==> src/rtl/tea_pkg.sv <==
// Shared types and codes for the two-ended arena allocator.
// Operation, status and register index codes, and the calc-to-core control struct.
// No dependencies.
package tea_pkg;

   // operation codes
   localparam logic [1:0] OP_ALLOC_LOW  = 2'd0;
   localparam logic [1:0] OP_ALLOC_HIGH = 2'd1;
   localparam logic [1:0] OP_SET_LOW    = 2'd2;
   localparam logic [1:0] OP_SET_HIGH   = 2'd3;

   // status codes
   localparam logic [2:0] ST_OK    = 3'd0;
   localparam logic [2:0] ST_ALIGN = 3'd1;
   localparam logic [2:0] ST_UNSET = 3'd2;
   localparam logic [2:0] ST_ROOM  = 3'd3;
   localparam logic [2:0] ST_BOUND = 3'd4;

   // configuration register indexes
   localparam logic [1:0] CSR_REGION0_START = 2'd0;
   localparam logic [1:0] CSR_REGION0_END   = 2'd1;
   localparam logic [1:0] CSR_REGION1_START = 2'd2;
   localparam logic [1:0] CSR_REGION1_END   = 2'd3;

   // outcome of one transaction, from the calc stage to the pointer file
   typedef struct packed {
      logic [2:0] status;
      logic       wr_low;
      logic       wr_high;
   } calc_ctl_type;

endpackage

==> src/rtl/tea_csr.sv <==
// Region bound registers of the two-ended arena allocator.
// Written through the plain csr port, read back for the selected region.
// Depends on tea_pkg.
module tea_csr
   import tea_pkg::*;
#(
   parameter int ADDR_WIDTH = 32
) (
   input  logic                  clock,
   input  logic                  reset,
   input  logic                  csr_write,
   input  logic [1:0]            csr_index,
   input  logic [31:0]           csr_wdata,
   input  logic                  region_sel,
   output logic [ADDR_WIDTH-1:0] region_start,
   output logic [ADDR_WIDTH-1:0] region_end
);

   localparam int CW = (ADDR_WIDTH > 32) ? ADDR_WIDTH : 32;

   logic [ADDR_WIDTH-1:0] start_ff [2];
   logic [ADDR_WIDTH-1:0] end_ff   [2];
   logic [CW-1:0]         wdata_w;
   logic [ADDR_WIDTH-1:0] wdata_in;

   // value stored masked to the address width
   assign wdata_w  = CW'(csr_wdata);
   assign wdata_in = wdata_w[ADDR_WIDTH-1:0];

   // register writes
   always_ff @(posedge clock) begin
      if (reset) begin
         start_ff[0] <= '0;
         start_ff[1] <= '0;
         end_ff[0]   <= '0;
         end_ff[1]   <= '0;
      end else if (csr_write) begin
         case (csr_index)
            CSR_REGION0_START: start_ff[0] <= wdata_in;
            CSR_REGION0_END:   end_ff[0]   <= wdata_in;
            CSR_REGION1_START: start_ff[1] <= wdata_in;
            CSR_REGION1_END:   end_ff[1]   <= wdata_in;
            default: ;
         endcase
      end
   end

   // bounds of the selected region
   assign region_start = start_ff[region_sel];
   assign region_end   = end_ff[region_sel];

endmodule

==> src/rtl/tea_calc.sv <==
// Single-pass calculation for one allocator transaction.
// Alignment, room checks and the new pointer value; purely combinational.
// Depends on tea_pkg.
module tea_calc
   import tea_pkg::*;
#(
   parameter int ADDR_WIDTH = 32
) (
   input  logic [1:0]            operation,
   input  logic [31:0]           request_size,
   input  logic [31:0]           align_bytes,
   input  logic [31:0]           new_pointer,
   input  logic [ADDR_WIDTH-1:0] low_ptr,
   input  logic [ADDR_WIDTH-1:0] high_ptr,
   input  logic [ADDR_WIDTH-1:0] region_start,
   input  logic [ADDR_WIDTH-1:0] region_end,
   output calc_ctl_type          ctl,
   output logic [ADDR_WIDTH-1:0] ptr_new,
   output logic [ADDR_WIDTH-1:0] block_addr
);

   // compute width covers both the address and the 32-bit request fields
   localparam int            CW    = (ADDR_WIDTH > 32) ? ADDR_WIDTH : 32;
   localparam logic [CW-1:0] AMASK = CW'({ADDR_WIDTH{1'b1}});

   logic [CW-1:0] lo_w, hi_w, sz_w, al_w, ad_w, rs_w, re_w;
   logic [CW-1:0] mask, pad, span, start_lo, blk_end, epad, low_next;
   logic [CW-1:0] top, start_hi;
   logic          pow2, arena_bad, addr_out;
   logic          low_fits, high_fits;

   assign lo_w = CW'(low_ptr);
   assign hi_w = CW'(high_ptr);
   assign sz_w = CW'(request_size);
   assign al_w = CW'(align_bytes);
   assign ad_w = CW'(new_pointer);
   assign rs_w = CW'(region_start);
   assign re_w = CW'(region_end);

   // request checks
   assign pow2      = (align_bytes != '0) && ((align_bytes & (align_bytes - 32'd1)) == '0);
   assign arena_bad = (low_ptr == '0) || (low_ptr > high_ptr);
   assign addr_out  = ((ad_w & ~AMASK) != '0) || (ad_w < rs_w) || (ad_w > re_w);
   assign mask      = (al_w - CW'(1)) & AMASK;

   // allocate low: pad the start up, reserve, round the end up
   assign pad      = (CW'(0) - lo_w) & mask;
   assign span     = hi_w - lo_w;
   assign start_lo = lo_w + pad;
   assign blk_end  = start_lo + sz_w;
   assign epad     = (CW'(0) - blk_end) & mask;
   assign low_next = blk_end + epad;
   assign low_fits = (pad <= span) && (sz_w <= span - pad) && (epad <= hi_w - blk_end);

   // allocate high: round the top down, carve the aligned block below it
   assign top       = hi_w & ~mask;
   assign start_hi  = (top - sz_w) & ~mask;
   assign high_fits = (top >= lo_w) && (sz_w <= top - lo_w) && (start_hi >= lo_w);

   // outcome selection
   always_comb begin
      ctl.status  = ST_OK;
      ctl.wr_low  = 1'b0;
      ctl.wr_high = 1'b0;
      ptr_new     = ad_w[ADDR_WIDTH-1:0];
      block_addr  = '0;
      if (operation == OP_SET_LOW || operation == OP_SET_HIGH) begin
         if (addr_out) begin
            ctl.status = ST_BOUND;
         end else begin
            ctl.wr_low  = (operation == OP_SET_LOW);
            ctl.wr_high = (operation == OP_SET_HIGH);
         end
      end else if (!pow2) begin
         ctl.status = ST_ALIGN;
      end else if (arena_bad) begin
         ctl.status = ST_UNSET;
      end else if (operation == OP_ALLOC_LOW) begin
         if (low_fits) begin
            ctl.wr_low = 1'b1;
            ptr_new    = low_next[ADDR_WIDTH-1:0];
            block_addr = start_lo[ADDR_WIDTH-1:0];
         end else begin
            ctl.status = ST_ROOM;
         end
      end else begin
         if (high_fits) begin
            ctl.wr_high = 1'b1;
            ptr_new     = start_hi[ADDR_WIDTH-1:0];
            block_addr  = start_hi[ADDR_WIDTH-1:0];
         end else begin
            ctl.status = ST_ROOM;
         end
      end
   end

endmodule

==> src/rtl/two_ended_arena_allocator_core.sv <==
// Top level of the two-ended arena allocator: request register, pointer file,
// result register. Depends on tea_pkg, tea_csr and tea_calc.
//
//   channel   handshake                ports
//   request   start, busy              req_operation .. req_new_pointer
//   response  rsp_strobe (one cycle)   rsp_status .. rsp_arena_high_now
//   config    csr_write                csr_index, csr_wdata
//
// One transaction per cycle; the response passes the request register and then
// the response register. The pointer read-modify-write through tea_calc is
// combinational, so a transaction sees the pointers left by the one before it.
// Synchronous reset clears pointers, bounds and the strobe.
// busy stays low; the receiver cannot stall, each response shows for one cycle.
module two_ended_arena_allocator_core
   import tea_pkg::*;
#(
   parameter int ADDR_WIDTH = 32
) (
   input  logic        clock,
   input  logic        reset,
   input  logic        start,
   output logic        busy,
   input  logic [1:0]  req_operation,
   input  logic        req_region,
   input  logic [31:0] req_request_size,
   input  logic [31:0] req_align_bytes,
   input  logic [31:0] req_new_pointer,
   output logic        rsp_strobe,
   output logic [2:0]  rsp_status,
   output logic [31:0] rsp_block_address,
   output logic [31:0] rsp_arena_low_now,
   output logic [31:0] rsp_arena_high_now,
   input  logic        csr_write,
   input  logic [1:0]  csr_index,
   input  logic [31:0] csr_wdata
);

   localparam int CW = (ADDR_WIDTH > 32) ? ADDR_WIDTH : 32;

   logic                  req_valid_ff;
   logic [1:0]            req_operation_ff;
   logic                  req_region_ff;
   logic [31:0]           req_request_size_ff;
   logic [31:0]           req_align_bytes_ff;
   logic [31:0]           req_new_pointer_ff;

   logic [ADDR_WIDTH-1:0] low_ptr_ff  [2];
   logic [ADDR_WIDTH-1:0] high_ptr_ff [2];

   logic                  rsp_strobe_ff;
   logic [2:0]            rsp_status_ff;
   logic [31:0]           rsp_block_ff;
   logic [31:0]           rsp_low_ff;
   logic [31:0]           rsp_high_ff;

   logic [ADDR_WIDTH-1:0] region_start, region_end;
   logic [ADDR_WIDTH-1:0] cur_low, cur_high, ptr_new, block_addr;
   logic [ADDR_WIDTH-1:0] low_in, high_in;
   logic [CW-1:0]         low_w, high_w, block_w;
   calc_ctl_type          ctl;

   assign busy = 1'b0;

   // request register
   always_ff @(posedge clock) begin
      if (reset) begin
         req_valid_ff <= 1'b0;
      end else begin
         req_valid_ff <= start && !busy;
      end
   end

   always_ff @(posedge clock) begin
      if (start && !busy) begin
         req_operation_ff    <= req_operation;
         req_region_ff       <= req_region;
         req_request_size_ff <= req_request_size;
         req_align_bytes_ff  <= req_align_bytes;
         req_new_pointer_ff  <= req_new_pointer;
      end
   end

   // region bounds
   tea_csr #(
      .ADDR_WIDTH(ADDR_WIDTH)
   ) u_csr (
      .clock       (clock),
      .reset       (reset),
      .csr_write   (csr_write),
      .csr_index   (csr_index),
      .csr_wdata   (csr_wdata),
      .region_sel  (req_region_ff),
      .region_start(region_start),
      .region_end  (region_end)
   );

   assign cur_low  = low_ptr_ff[req_region_ff];
   assign cur_high = high_ptr_ff[req_region_ff];

   // transaction calculation
   tea_calc #(
      .ADDR_WIDTH(ADDR_WIDTH)
   ) u_calc (
      .operation   (req_operation_ff),
      .request_size(req_request_size_ff),
      .align_bytes (req_align_bytes_ff),
      .new_pointer (req_new_pointer_ff),
      .low_ptr     (cur_low),
      .high_ptr    (cur_high),
      .region_start(region_start),
      .region_end  (region_end),
      .ctl         (ctl),
      .ptr_new     (ptr_new),
      .block_addr  (block_addr)
   );

   assign low_in  = ctl.wr_low  ? ptr_new : cur_low;
   assign high_in = ctl.wr_high ? ptr_new : cur_high;

   // pointer file
   always_ff @(posedge clock) begin
      if (reset) begin
         low_ptr_ff[0]  <= '0;
         low_ptr_ff[1]  <= '0;
         high_ptr_ff[0] <= '0;
         high_ptr_ff[1] <= '0;
      end else if (req_valid_ff) begin
         low_ptr_ff[req_region_ff]  <= low_in;
         high_ptr_ff[req_region_ff] <= high_in;
      end
   end

   // response register, pointers shown in their low 32 bits
   assign low_w   = CW'(low_in);
   assign high_w  = CW'(high_in);
   assign block_w = CW'(block_addr);

   always_ff @(posedge clock) begin
      if (reset) begin
         rsp_strobe_ff <= 1'b0;
      end else begin
         rsp_strobe_ff <= req_valid_ff;
      end
   end

   always_ff @(posedge clock) begin
      if (req_valid_ff) begin
         rsp_status_ff <= ctl.status;
         rsp_block_ff  <= block_w[31:0];
         rsp_low_ff    <= low_w[31:0];
         rsp_high_ff   <= high_w[31:0];
      end
   end

   assign rsp_strobe         = rsp_strobe_ff;
   assign rsp_status         = rsp_status_ff;
   assign rsp_block_address  = rsp_block_ff;
   assign rsp_arena_low_now  = rsp_low_ff;
   assign rsp_arena_high_now = rsp_high_ff;

`ifndef NO_ASSERTIONS
   // a response only follows a registered request
   a_strobe_follows_req: assert property (@(posedge clock) disable iff (reset)
      rsp_strobe_ff |-> $past(req_valid_ff))
      else $error("response without a request");

   // pointers of region zero move only on a transaction
   a_ptr0_quiet: assert property (@(posedge clock) disable iff (reset)
      !($stable(low_ptr_ff[0]) && $stable(high_ptr_ff[0])) |-> $past(req_valid_ff))
      else $error("region zero pointers moved without a transaction");

   // pointers of region one move only on a transaction
   a_ptr1_quiet: assert property (@(posedge clock) disable iff (reset)
      !($stable(low_ptr_ff[1]) && $stable(high_ptr_ff[1])) |-> $past(req_valid_ff))
      else $error("region one pointers moved without a transaction");

   // a failed transaction reports no block
   a_fail_no_block: assert property (@(posedge clock) disable iff (reset)
      (rsp_strobe_ff && rsp_status_ff != ST_OK) |-> (rsp_block_ff == '0))
      else $error("failed transaction returned a block address");
`endif

endmodule
==> config.mk <==
export PLATFORM = sky130hd
export DESIGN_NAME = two_ended_arena_allocator_core
export DESIGN_NICKNAME = d
export VERILOG_FILES = /design/src/rtl/tea_pkg.sv /design/src/rtl/tea_csr.sv /design/src/rtl/tea_calc.sv /design/src/rtl/two_ended_arena_allocator_core.sv
export SDC_FILE = /design/constraint.sdc
export NUM_CORES = 2
export LEC_CHECK = 0
export BUFFER_PORTS_ARGS = -buffer_cell sky130_fd_sc_hd__buf_4
export CAP_MARGIN = 10
export CELL_PAD_IN_SITES_DETAIL_PLACEMENT = 1
export CELL_PAD_IN_SITES_GLOBAL_PLACEMENT = 1
export CORE_ASPECT_RATIO = 1.2
export CORE_MARGIN = 4
export CORE_UTILIZATION = 45
export CTS_CLUSTER_DIAMETER = 60
export CTS_CLUSTER_SIZE = 20
export DETAILED_ROUTE_END_ITERATION = 6
export GPL_TIMING_DRIVEN = 0
export PLACE_DENSITY = 0.88
export REMOVE_ABC_BUFFERS = 1
export SLEW_MARGIN = 20
export SYNTH_ARGS = -nofsm -noshare
export SYNTH_HDL_FRONTEND = slang
export SYNTH_SLANG_ARGS = --single-unit
==> constraint.sdc <==
create_clock -name clock -period 17.5 [get_ports clock]
set_input_delay 0.875 -clock clock [delete_from_list [all_inputs] [get_ports clock]]
set_output_delay 0.875 -clock clock [all_outputs]
set_load 0.05 [all_outputs]
==> flow_summary.yaml <==
route:
  vias: 31600
  drtIter0Drc: 2401
  postRouteAntennaNets: 0
  first_pass_iters: 5
  wl_per_cell_um: 24.9
  drc_errors: 0
  routed_via_density: 6.13
  totalWireLength_mm: 129
synthesis:
  async_flop_share: 0
  synth_edf_count: 454
  synth_common_cells: "edfxtp_1, ha_1, nor2_1"
  synth_top_area_cell: "edfxtp_1"
  yosysSeqAreaShare: 0.367
  synth_area_um2: 37300
  synth.distinct_cells: 112
  yosysMostFrequentCell: "edfxtp_1"
  syn_avg_cell_area_um2: 9.58
  yosys_warnings: 0
  synth_area_leaders: "edfxtp_1, ha_1, xnor2_1"
  netlist.area_leader.share: 0.366
  synth_flop_cell: "edfxtp_1"
  ys_ff_latch: 457
  synthCells: 3892
clock_tree:
  numCtsBuffers: 36
  tritoncts: "done"
  ctsHoldBuffers: 0
  clk_path_buf_depth: 3
  htreeDepth: 2
  cts-root-buf: "clkbuf_16"
  clk_pin_slew_ns: 0.08
  insertion_delay_ns: 0.62
  cts.sinks: 457
grt:
  grt_max_degree: 102
  grt-ovfl-total: 0
  grt_pass1_vias: 33000
  grt.total_usage: 0.281
  antenna_found_initial: 1
  grt_pass1_wl_mm: 191
floorplan:
  fp.dieH_um: 323
  ioPinCount: 238
  std_cell_rows: 115
  design.die.area_um2: 87500
  initial_core_util: 0.454
  core_area_um2: 82000
  dieWidth_um: 271
sta:
  rsz0062_at_grt: "false"
  min_period_over_period: 0.963
  period_minus_slack_ns: 16.86
  fmax_mhz: 59.3
  hold_viol_final: 0
  setup_viol: 0
  slew_viol_final: 0
  finClkSkew_ns: 0.0384
  slew_headroom: 0.210
  worst_pin_slew_ns: 1.15
  setup_ws_ns: 0.640
  tns_ns: 0
critical_path:
  cp.arrival_ns: 17.31
  crit_family: "compound AO/OA/AOI/OAI gates"
  startpoint_type: "register"
  regToRegSetupSlack_ns: 0.64
  critPathSlowestCell: "or4_1"
  cp_data_required_time_ns: 17.95
  worst_setup_path_end_kind: "register"
  slowest_delay_ns: 0.70
  worstPathBufferInverterCount: 9
  path_common_cell: "a21oi_1"
  cp_max_fo: 44
  critPathKind: "reg -> reg"
placed_design:
  dpl_worst_slack_ns: 0.380
  io_buffer_count: 236
  hpwl_mm: 103
  placedCellCount: 5096
  place_congestion: 0.975
cells_and_area:
  fill_cells: 9266
  diodes: 0
  regArea_um2: 13700
  post_route_cells_drive_above_1_share: 0.123
  area_growth_pct: 12.3
  layout.nets: 4654
  fin_cells: 5164
  multi_input_area_um2: 22300
job:
  drv_cap: 0
pwr:
  power_leakage_nw: 18.0
  total_power_w: 0.00522
  power.density_nw_per_um2: 125
  ir_drop_mv: 0.0928
hold_path:
  min_path_type: "in -> reg"
outcome:
  outcome: "finished clean"
worst reg2reg max path, delay by kind of cell (launching register included):
kind                       cells  cell delay (ns)
adders and majority gates     10             3.47
DFF                            1             0.58
muxes                          2             1.08
and+or+nand+nor               13             3.02
xor gates and xnor gates       3             0.44
buffers and inverters          9             2.25
AOI/OAI and AO/OA             23             5.84
layout by cell type, fill, tap and decap left out, types with 26 or more instances in the layout:
cell type	instances
a21o_1	111
a21oi_1	288
and2_1	100
and3_1	26
buf_4	241
clkbuf_16	37
edfxtp_1	454
ha_1	428
inv_1	259
mux2_2	50
mux2i_1	133
nand2_1	205
nand2b_1	107
nand3_1	65
nand4_1	67
nor2_1	370
nor2b_1	87
nor3_1	65
nor4_1	27
o21a_1	36
o21ai_0	165
o21ai_1	29
or2_2	50
or3_1	32
xnor2_1	184
xor2_1	93
sequential cells by signal, summed over array words and instances, names as in the netlist, named ones only:
name                 cells
req_valid_ff             1
u_csr.start_ff          64
req_new_pointer_ff      32
rsp_arena_low_now       32
req_request_size_ff     32
rsp_block_address       32
req_align_bytes_ff      32
req_region_ff            1
low_ptr_ff              64
high_ptr_ff             64
rsp_status               3
u_csr.end_ff            64
req_operation_ff         2
rsp_arena_high_now      32
rsp_strobe               1
where the power goes:
part           switching [W]  internal [W]  leakage [nW]
clock network       0.000453      0.000440         0.601
logic                0.00182       0.00117          12.8
registers          0.0000600       0.00129          4.56
total                0.00233       0.00289          18.0
final cells by class:
cell class	instances	share of cell area
Timing Repair Buffer	262	0.0542
Clock buffer	42	0.0226
Inverter	268	0.0241
Clock inverter	24	0.00702
Sequential cell	457	0.327
Multi-Input combinational cell	3058	0.533
Tap cell	1053	0.0315
final timing paths:
check                 startpoint                endpoint  depth (start not counted)
max                     register        low_ptr_ff[0][5]                         60
min          req_request_size[6]  req_request_size_ff[6]                          1
max reg2reg             register        low_ptr_ff[0][5]                         60
min reg2reg         req_valid_ff  rsp_arena_high_now[28]                          0
metal layers:
layer / GRT usage / vias up / wire length (um)
met5: 0 / - / 0
met1: 0.355 / 15800 / 53000
met2: 0.490 / 1065 / 62200
met4: 0.114 / 0 / 5380
li1: - / 14500 / -
met3: 0.0389 / 223 / 8190
repair_timing:
item / in CTS / in global routing
buffers inserted: 0 / 1
endpoints found under the setup margin: 0 / 100
resized for setup: 0 / 3
through the flow:
stage	area, um^2	util	hold WS, ns
final	41900	0.510	0.426
after CTS	41800	0.509	0.392
after global routing	41900	0.510	0.399
after detailed placement	40500	0.494	0.671
after global placement	39900	0.487	0.536
after floorplan	36800	-	0.523
cells by family after synthesis:
logic type	share of synthesized area
AO/OA/AOI/OAI	0.152
XOR/XNOR	0.0671
adder cells (fa/ha/maj)	0.150
buffers and inverters	0.0388
flip-flops	0.367
multiplexers	0.0535
other	0.000101
AND/OR/NAND/NOR	0.171
No activity file was read; power rests on OpenSTA's default activity.
